$ cat src/hdl/bdpc_pkg.sv
// shared types and constants for the button debounce press classifier
`timescale 1ns / 1ps
`default_nettype none

package bdpc_pkg;

	// time arithmetic width
	localparam int TIME_WIDTH_DEF = 32;

	// field widths
	localparam int NOW_WIDTH = 32;
	localparam int CFG_DATA_WIDTH = 16;
	localparam int CFG_INDEX_WIDTH = 8;

	// register reset values
	localparam logic [15:0] DEBOUNCE_RESET = 16'd20;
	localparam logic [15:0] LONG_PRESS_RESET = 16'd0;

	// register indexes
	typedef enum logic [CFG_INDEX_WIDTH-1:0] {
		REG_DEBOUNCE_TIME   = 8'd0,
		REG_LONG_PRESS_TIME = 8'd1,
		REG_LATCHING_MODE   = 8'd2,
		REG_ACTIVE_HIGH     = 8'd3
	} cfg_reg_t;

	// input word
	typedef struct packed {
		logic                 pin_level;
		logic [NOW_WIDTH-1:0] now_time;
		logic                 ack_press;
		logic                 ack_long_press;
	} in_word_t;

	// result word
	typedef struct packed {
		logic is_pressed;
		logic press_taken;
		logic long_press_taken;
	} out_word_t;

	// configuration settings handed to the core
	typedef struct packed {
		logic [15:0] debounce_time;
		logic [15:0] long_press_time;
		logic        latching_mode;
		logic        active_high;
	} cfg_t;

endpackage

`default_nettype wire

$ cat src/hdl/bdpc_cfg_regs.sv
// configuration register file of the press classifier
`timescale 1ns / 1ps
`default_nettype none

module bdpc_cfg_regs (
	input  wire logic                                  clk,
	input  wire logic                                  arst_n,
	input  wire logic                                  cfg_valid,
	output logic                                       cfg_ready,
	input  wire logic [bdpc_pkg::CFG_INDEX_WIDTH-1:0]  cfg_index,
	input  wire logic [bdpc_pkg::CFG_DATA_WIDTH-1:0]   cfg_data,
	output bdpc_pkg::cfg_t                             cfg
);

	bdpc_pkg::cfg_t cfg_q;

	// always able to take a word
	assign cfg_ready = 1'b1;
	assign cfg = cfg_q;

	// register writes, unknown indexes ignored
	always_ff @(posedge clk or negedge arst_n) begin
		if (!arst_n) begin
			cfg_q.debounce_time   <= bdpc_pkg::DEBOUNCE_RESET;
			cfg_q.long_press_time <= bdpc_pkg::LONG_PRESS_RESET;
			cfg_q.latching_mode   <= 1'b0;
			cfg_q.active_high     <= 1'b0;
		end else if (cfg_valid && cfg_ready) begin
			case (cfg_index)
				bdpc_pkg::REG_DEBOUNCE_TIME:   cfg_q.debounce_time <= cfg_data;
				bdpc_pkg::REG_LONG_PRESS_TIME: cfg_q.long_press_time <= cfg_data;
				bdpc_pkg::REG_LATCHING_MODE:   cfg_q.latching_mode <= cfg_data[0];
				bdpc_pkg::REG_ACTIVE_HIGH:     cfg_q.active_high <= cfg_data[0];
				default: ;
			endcase
		end
	end

endmodule

`default_nettype wire

$ cat src/hdl/bdpc_core.sv
// debounce state update, press classification and result register
`timescale 1ns / 1ps
`default_nettype none

module bdpc_core #(
	parameter int TIME_WIDTH = bdpc_pkg::TIME_WIDTH_DEF
) (
	input  wire logic                clk,
	input  wire logic                arst_n,
	input  wire bdpc_pkg::cfg_t      cfg,
	input  wire logic                item_valid,
	output logic                     item_ready,
	input  wire bdpc_pkg::in_word_t  item,
	output logic                     out_valid,
	input  wire logic                out_ready,
	output bdpc_pkg::out_word_t      out_data
);

	logic                  stable_q;
	logic                  last_q;
	logic                  short_q;
	logic                  long_q;
	logic [TIME_WIDTH-1:0] change_q;
	logic [TIME_WIDTH-1:0] press_q;
	logic                  out_valid_q;
	bdpc_pkg::out_word_t   out_q;

	logic                  take;
	logic                  sample;
	logic [TIME_WIDTH-1:0] now_t;
	logic                  last_n;
	logic [TIME_WIDTH-1:0] change_n;
	logic [TIME_WIDTH-1:0] settle_diff;
	logic [TIME_WIDTH-1:0] held;
	logic                  settle;
	logic                  long_hit;
	logic                  stable_n;
	logic [TIME_WIDTH-1:0] press_n;
	logic                  short_raise;
	logic                  long_raise;
	logic                  short_n;
	logic                  long_n;

	// result register frees up when empty or being taken
	assign item_ready = !out_valid_q || out_ready;
	assign take = item_valid && item_ready;
	assign out_valid = out_valid_q;
	assign out_data = out_q;

	// sample and settle timer
	always_comb begin
		now_t       = TIME_WIDTH'(item.now_time);
		sample      = (item.pin_level == cfg.active_high);
		last_n      = sample;
		change_n    = (sample != last_q) ? now_t : change_q;
		settle_diff = now_t - change_n;
		settle      = (last_n != stable_q) && (settle_diff >= TIME_WIDTH'(cfg.debounce_time));
		held        = now_t - press_q;
		long_hit    = (cfg.long_press_time != 16'd0) &&
			(held >= TIME_WIDTH'(cfg.long_press_time));
	end

	// stable state and event flags
	always_comb begin
		stable_n    = settle ? last_n : stable_q;
		press_n     = (settle && last_n) ? now_t : press_q;
		short_raise = 1'b0;
		long_raise  = 1'b0;
		if (settle) begin
			if (last_n) begin
				short_raise = cfg.latching_mode;
			end else if (!cfg.latching_mode) begin
				long_raise  = long_hit;
				short_raise = !long_hit;
			end
		end
		short_n = short_q || short_raise;
		long_n  = long_q || long_raise;
	end

	// state registers
	always_ff @(posedge clk or negedge arst_n) begin
		if (!arst_n) begin
			stable_q <= 1'b0;
			last_q   <= 1'b0;
			short_q  <= 1'b0;
			long_q   <= 1'b0;
			change_q <= '0;
			press_q  <= '0;
		end else if (take) begin
			stable_q <= stable_n;
			last_q   <= last_n;
			short_q  <= short_n && !item.ack_press;
			long_q   <= long_n && !item.ack_long_press;
			change_q <= change_n;
			press_q  <= press_n;
		end
	end

	// result valid
	always_ff @(posedge clk or negedge arst_n) begin
		if (!arst_n) begin
			out_valid_q <= 1'b0;
		end else if (item_ready) begin
			out_valid_q <= item_valid;
		end
	end

	// result word
	always_ff @(posedge clk) begin
		if (take) begin
			out_q.is_pressed       <= stable_n;
			out_q.press_taken      <= item.ack_press && short_n;
			out_q.long_press_taken <= item.ack_long_press && long_n;
		end
	end

endmodule

`default_nettype wire

$ cat src/hdl/button_debounce_press_classifier.sv
// Button debounce and press classifier, top level.
// An accepted input word passes through the input register, then the result register.
// Throughput: one word per cycle while out_ready is high; a result stall backs up through both registers to in_ready.
// Reset: asynchronous, active low; button taken as released, flags clear, timers zero,
// debounce 20 ms, long press off, momentary, active low.
`timescale 1ns / 1ps
`default_nettype none

module button_debounce_press_classifier #(
	parameter int TIME_WIDTH = bdpc_pkg::TIME_WIDTH_DEF
) (
	input  wire logic                                  clk,
	input  wire logic                                  arst_n,
	input  wire logic                                  in_valid,
	output logic                                       in_ready,
	input  wire bdpc_pkg::in_word_t                    in_data,
	output logic                                       out_valid,
	input  wire logic                                  out_ready,
	output bdpc_pkg::out_word_t                        out_data,
	input  wire logic                                  cfg_valid,
	output logic                                       cfg_ready,
	input  wire logic [bdpc_pkg::CFG_INDEX_WIDTH-1:0]  cfg_index,
	input  wire logic [bdpc_pkg::CFG_DATA_WIDTH-1:0]   cfg_data
);

	bdpc_pkg::cfg_t     cfg;
	logic               valid_s1;
	bdpc_pkg::in_word_t data_s1;
	logic               core_ready;

	// configuration registers
	bdpc_cfg_regs u_cfg (
		.clk       (clk),
		.arst_n    (arst_n),
		.cfg_valid (cfg_valid),
		.cfg_ready (cfg_ready),
		.cfg_index (cfg_index),
		.cfg_data  (cfg_data),
		.cfg       (cfg)
	);

	// input register
	assign in_ready = !valid_s1 || core_ready;

	always_ff @(posedge clk or negedge arst_n) begin
		if (!arst_n) begin
			valid_s1 <= 1'b0;
		end else if (in_ready) begin
			valid_s1 <= in_valid;
		end
	end

	always_ff @(posedge clk) begin
		if (in_valid && in_ready) begin
			data_s1 <= in_data;
		end
	end

	// state update and result register
	bdpc_core #(
		.TIME_WIDTH (TIME_WIDTH)
	) u_core (
		.clk        (clk),
		.arst_n     (arst_n),
		.cfg        (cfg),
		.item_valid (valid_s1),
		.item_ready (core_ready),
		.item       (data_s1),
		.out_valid  (out_valid),
		.out_ready  (out_ready),
		.out_data   (out_data)
	);

endmodule

`default_nettype wire

$ cat config.mk
export PLATFORM = sky130hd
export DESIGN_NAME = button_debounce_press_classifier
export DESIGN_NICKNAME = d
export VERILOG_FILES = /design/src/hdl/bdpc_pkg.sv /design/src/hdl/bdpc_cfg_regs.sv /design/src/hdl/bdpc_core.sv /design/src/hdl/button_debounce_press_classifier.sv
export SDC_FILE = /design/constraint.sdc
export NUM_CORES = 1
export LEC_CHECK = 0
export BUFFER_PORTS_ARGS = -buffer_cell sky130_fd_sc_hd__buf_2
export CAP_MARGIN = 5
export CORE_ASPECT_RATIO = 2
export CORE_MARGIN = 4
export CORE_UTILIZATION = 45
export DETAILED_ROUTE_END_ITERATION = 8
export PLACE_DENSITY = 0.67
export SLEW_MARGIN = 5
export SYNTH_ARGS = -nofsm -noshare
export SYNTH_HDL_FRONTEND = slang
export SYNTH_SLANG_ARGS = --single-unit
$ cat constraint.sdc
create_clock -name clk -period 7.2 [get_ports clk]
set_input_delay 1.08 -clock clk [delete_from_list [all_inputs] [get_ports clk]]
set_output_delay 1.08 -clock clk [all_outputs]
set_load 0.05 [all_outputs]
==> After elaboration in Yosys (flattened, before gate mapping) <==
Index checks and enable logic that the tools add are counted.
{ "word_totals": {"register_bits": 142, "inputBits": 64, "output_inout_bits": 6, "elab_cells": 62} }
{ "op_classes": {"add_sub_neg": 2, "order_cmp": 2, "eq_ne": 6, "n_mux": 8, "n_reduce_logical": 25} }
{ "ops": {"columns": ["cell", "count"], "rows": [
  [">= comparator 32 x 16 -> 1 bit", 2],
  ["subtractor 32 bit", 2],
  ["2-to-1 mux 32 bit", 1],
  ["== test 8 x 2 -> 1 bit (second input constant)", 2],
  ["nonzero test 16 bit", 1],
  ["AND reduction 2 bit", 5],
  ["logical AND 1 bit", 9],
  ["== test 8 x 1 -> 1 bit (second input constant)", 1],
  ["zero test 8 bit", 1],
  ["2-to-1 mux 1 bit", 7],
  ["zero test 1 bit", 5],
  ["logical OR 1 bit", 4],
  ["inequality test 1 bit", 2],
  ["== test 1 bit", 1]
]} }

==> Depth between registers and ports, before layout <==
{ "logic_depth": {"word_depth": 9, "mapped_depth": 28, "depth_no_buf": 24} }

==> Modules after synthesis <==
Synthesis repeated with hierarchy kept, for this count alone.
{ "unflattened": {"cells_unflattened": 1194, "area_unflattened_um2": 11068.1} }
{ "modules_own_cells": {"columns": ["module", "n_inst", "cells_each", "area_each_um2", "seq_area_each_um2"], "rows": [
  ["bdpc_core", 1, 1076, 8546.9, 1816.7],
  ["bdpc_cfg_regs", 1, 79, 1416.4, 853.3],
  ["button_debounce_press_classifier", 1, 39, 1104.8, 1076.0]
]} }

==> Worst setup path before layout <==
No wires, ideal clock.
{ "synth_timing": {"path_type": "flip-flop to flip-flop", "start": "register u_cfg.cfg_q (netlist bit u_cfg.cfg[0])", "end": "register u_core.press_q[11]", "setup_time_ns": 0.125, "arrival_time_ns": 5.794, "required_ns": 7.075, "path_slack_ns": 1.281, "stages_incl_launch_ff": 28, "n_path_buf": 3, "period_less_slack_ns": 5.919, "path_cell_list": "dfrtp_1 xor3_1 buf_4 clkbuf_1 nand2_1 o21ai_0 ha_1 inv_1 ha_1 nor3_1 o311ai_2 and4_1 o2111ai_1 nand2_1 xor2_1 ha_1 a21oi_1 nand2_1 a221oi_1 o221ai_1 nor4_1 mux2i_1 a2111oi_4 nand4_2 nor4_4 a2111oi_4 buf_6 mux2_4"} }
{ "synth_between": {"elab_chain_len": 8, "elab_cells_between_ends": 9, "classes_between": "add/sub: 1; order compare: 1; eq/ne: 3; mux: 1; reduce/logical: 3"} }
{ "synth_rtl": {"columns": ["element", "line", "rtl"], "rows": [
  ["from (decl)", "bdpc_cfg_regs.sv:15", "bdpc_pkg::cfg_t cfg_q;"],
  ["== test 1 bit", "bdpc_core.sv:53", "sample = (item.pin_level == cfg.active_high);"],
  ["inequality test 1 bit", "bdpc_core.sv:55", "change_n = (sample != last_q) ? now_t : change_q;"],
  ["2-to-1 mux 32 bit", "bdpc_core.sv:55", null],
  ["named net u_core.change_n[0]", "bdpc_core.sv:32", "logic [TIME_WIDTH-1:0] change_n;"],
  ["subtractor 32 bit", "bdpc_core.sv:56", "settle_diff = now_t - change_n;"],
  [">= comparator 32 x 16 -> 1 bit", "bdpc_core.sv:57", "settle = (last_n != stable_q) && (settle_diff >= TIME_WIDTH'(cfg.debounce_time));"],
  ["logical AND 1 bit", "bdpc_core.sv:57", null],
  ["logical AND 1 bit", "bdpc_core.sv:66", "press_n = (settle && last_n) ? now_t : press_q;"],
  ["AND reduction 2 bit (no line)", null, null],
  ["to (signal assigned)", "bdpc_core.sv:96", "press_q <= press_n;"],
  ["to (decl)", "bdpc_core.sv:24", "logic [TIME_WIDTH-1:0] press_q;"]
]} }
The timed path passes the listed nets, and every way through them passes these cells.
A chain may end at the register's enable or synchronous reset.

==> Worst setup path in the final report <==
{ "layout_timing": {"start": "register data_s1[34] in the netlist's numbering", "end": "register u_core.press_q[20]"} }
{ "layout_between": {"elab_chain_len": 8, "elab_cells_between_ends": 9, "classes_between": "add/sub: 1; order compare: 1; eq/ne: 3; mux: 1; reduce/logical: 3"} }
{ "layout_rtl": {"columns": ["element", "line", "rtl"], "rows": [
  ["from (decl)", "button_debounce_press_classifier.sv:28", "bdpc_pkg::in_word_t data_s1;"],
  ["from (signal assigned)", "button_debounce_press_classifier.sv:55", "data_s1 <= in_data;"],
  ["== test 1 bit", "bdpc_core.sv:53", null],
  ["inequality test 1 bit", "bdpc_core.sv:55", null],
  ["2-to-1 mux 32 bit", "bdpc_core.sv:55", null],
  ["named net u_core.change_n[0]", "bdpc_core.sv:32", null],
  ["subtractor 32 bit", "bdpc_core.sv:56", null],
  [">= comparator 32 x 16 -> 1 bit", "bdpc_core.sv:57", null],
  ["logical AND 1 bit", "bdpc_core.sv:57", null],
  ["logical AND 1 bit", "bdpc_core.sv:66", null],
  ["AND reduction 2 bit (no line)", null, null]
]} }
The timed path passes the listed nets, and every way through them passes these cells.

==> summary.txt <==
Critical path
  – Worst Path Max Fanout: 32
  – Required @ worst endpoint: between 7000 and 8000 ps
  – Startpoint Class: register
  – Worst EP arrival: around 6900 ps
  – WS Path Type: register to register
  – CP Capture Type: register

Clock tree
  – Clk Latency, worst-skew pair: ~440 ps
  – Clock sink total: 142
  – H-tree depth: 4
  – Clk root buf: clkbuf_16
  – CTS clk-pin slew, worst paths: ~60 ps
  – Clock buffer depth: 2
  – Num CTS Buffers: 17
  – Resize count post-CTS: 0
  – CTS tree: built
  – Post-CTS setup buffer count: 0
  – Hold Buf Count CTS: 0

Drt
  – DRT antenna net count: 0
  – Routed WL: around 29 mm
  – Post-route DRC: 0
  – Via-to-Cell Ratio: about 5.9
  – Routed length per instance: 19.8 um
  – Initial DRT Pass Iterations: 5
  – Via Count: between 8000 and 9000
  – DR iter-0 viols: roughly 460

Floorplan
  – Die Area: about 0.026 mm^2
  – Die H: approximately 220 um
  – Row count: 78
  – Die width: 115 um
  – Initial Utilization: 45.6%
  – Core area: between 0.02 and 0.025 mm^2
  – # IOs: 70

STA
  – Setup violators final: 0
  – Max_slew headroom: between 30 and 40%
  – Fin. Hold Viols: 0
  – Fmax: between 150 and 200 MHz
  – Hold Slack: 484 ps
  – RSZ-0062 raised after global routing: no
  – Setup TNS: 0 ps
  – Final worst-path cycle share: 91.8%
  – Clk_skew: between 8 and 9 ps
  – Period minus WS final: 6610 ps
  – Worst setup margin: approximately 600 ps
  – Actual slew at the worst max-slew pin: between 900 and 1000 ps
  – Final Slew Violations: 0

Global routing
  – Initial antenna violation count: 0
  – Largest net degree at the start of global routing: between 70 and 80
  – GRT Total Usage: about 23%
  – First-pass GRT wire length: 45.8 mm
  – Vias in the first global route: a little under 9000
  – Grt total ovfl: 0

Pwr
  – Post-layout power: roughly 4.1 mW
  – Pwr/cell area: about 360 mW/mm^2
  – VDD IR max: 0.185 mV
  – LEAKAGE: 5.19 nW

Cells and area
  – Final instance area: ~0.011 mm^2
  – Layout cell share with drive strength beyond 1: 15.5%
  – Finished Layout Cells: between 1000 and 1500
  – Commonest non-fill, non-tap cell in the layout: nand2_1
  – Final core occ: 50.5%
  – Ant diodes: 0
  – Layout Nets: between 1000 and 1500
  – Most frequent cells in the layout: nand2_1, dfrtp_1, o21ai_0
  – Synth-to-layout area growth: 10.9%

Place
  – Final GP Congestion: slightly above 0.9
  – Hpwl dp: between 20 and 25 mm
  – DP Worst Slack: just under 700 ps
  – DP Cell Count: around 1400
  – PortBufs: roughly 70
  – Dpl cell area: 0.0109 mm^2

Synthesis
  – Syn nets: ~1200
  – Simple-gate share of the synthesized area: about 14%
  – Ys async rst share: roughly three quarters
  – Largest family of logic cells by synthesized area: compound AO/OA/AOI/OAI gates
  – Syn avg cell area: between 9 and 10 um^2
  – Prevailing post-synth register cell: dfrtp_1
  – Synthesis Warnings: 0
  – Cell variety after synth: approximately 90
  – Sequential-to-total area share from yosys stat: between 30 and 40%
  – Synthesized flop and latch total: 142
  – Synth Area in Compound Gates: 18.8%
  – EDFF count, synth: 38
  – Post-Synth Adder-Cell Area: around 11%
  – Mux cell area share after synthesis: a little under a tenth
  – Synthesized area: 0.0104 mm^2
  – Post-Synthesis Cells: between 1000 and 1500
  – XOR/XNOR Fraction of Synth Area: between 4 and 5%

Outcome
  – Status: complete, no violations

Run
  – Max Cap Viol: 0

Worst hold path
  – Hold Path Class: register to register
==> final cells by class <==
cell class | count | area [um^2]
Clock inverter | 8 | 83.8
Timing Repair Buffer | 76 | 403
Clock buffer | 24 | 482
Tap cell | 280 | 350
Multi-Input combinational cell | 825 | 6090
Inverter | 89 | 334
Fill cell | 2151 | 11200
Sequential cell | 142 | 3750
==> where the power goes <==
part           leakage [nW]  internal [mW]  switching [mW]
clock                 0.267          0.504           0.354
sequential             1.54           1.00           0.123
combinational          3.39          0.881            1.23
total                  5.19           2.39            1.70
==> registers in the layout (all words and copies together) (netlist names) <==
register	count
data_s1	35
u_cfg.cfg	34
u_core.change_q	32
u_core.last_q	1
u_core.long_q	1
u_core.out_data	3
u_core.out_valid	1
u_core.press_q	32
u_core.short_q	1
u_core.stable_q	1
valid_s1	1
==> layer usage <==
layer | GRT usage (%) | part of all wire [%] | routed length (um) | up-vias
met1 | 24.9 | 38 | 10800 | 4068
met3 | 3.49 | 3.1 | 895 | 94
li1 | - | - | - | 4117
met4 | 14.6 | 6.6 | 1890 | 0
met5 | 0 | 0 | 0 | -
met2 | 40.9 | 52 | 15000 | 222
==> worst max-delay path, stage by stage (launching register included) <==
cell and delay, ps:
edfxtp_1 480, xor3_1 550, o21ai_0 220, ha_1 290, inv_1 100, a2111oi_2 430
nor4_1 130, o32ai_1 500, nand2_1 160, o31ai_1 340, xnor2_1 160, ha_1 260
a221oi_1 370, o221ai_1 220, nor4_1 300, mux2i_1 190, a2111oi_4 360, nand4_2 160
nor4_4 400, a2111oi_4 120, buf_4 340, mux2_4 370
==> cells in the mapped netlist, types with 17 or more instances <==
library cell | number | area, um^2
xor2_1 | 24 | 210
inv_1 | 89 | 334
ha_1 | 84 | 1050
mux2_4 | 25 | 375
xnor2_1 | 26 | 228
dfrtp_1 | 102 | 2550
mux2_2 | 26 | 293
mux2i_1 | 30 | 300
nand2b_1 | 17 | 106
clkbuf_1 | 31 | 116
nand3_1 | 21 | 105
a21oi_1 | 75 | 375
o21ai_0 | 95 | 475
edfxtp_1 | 38 | 1140
nor2_1 | 46 | 173
nand2_1 | 111 | 417
a21o_1 | 17 | 128
==> worst paths after layout <==
path                                startpoint             endpoint  slack, ps  cells after the start
max                                data_s1[34]   u_core.press_q[20]        590                     21
min                        u_core.change_q[28]  u_core.change_q[28]        480                      2
max reg2reg                        data_s1[34]   u_core.press_q[20]        590                     21
min reg2reg                u_core.change_q[28]  u_core.change_q[28]        480                      2
max in group asynchronous               arst_n        u_cfg.cfg[23]       5300                      2
min in group asynchronous               arst_n   u_core.press_q[18]        590                      1
==> logic make-up after synthesis <==
group / Yosys count
compound gates: 300
xor+xnor: 53
buf+inv: 131
mux: 81
fa+ha+maj: 94
flops: 142
other cells: 1
simple gates: 296
Power figures use the tool's default switching activity.
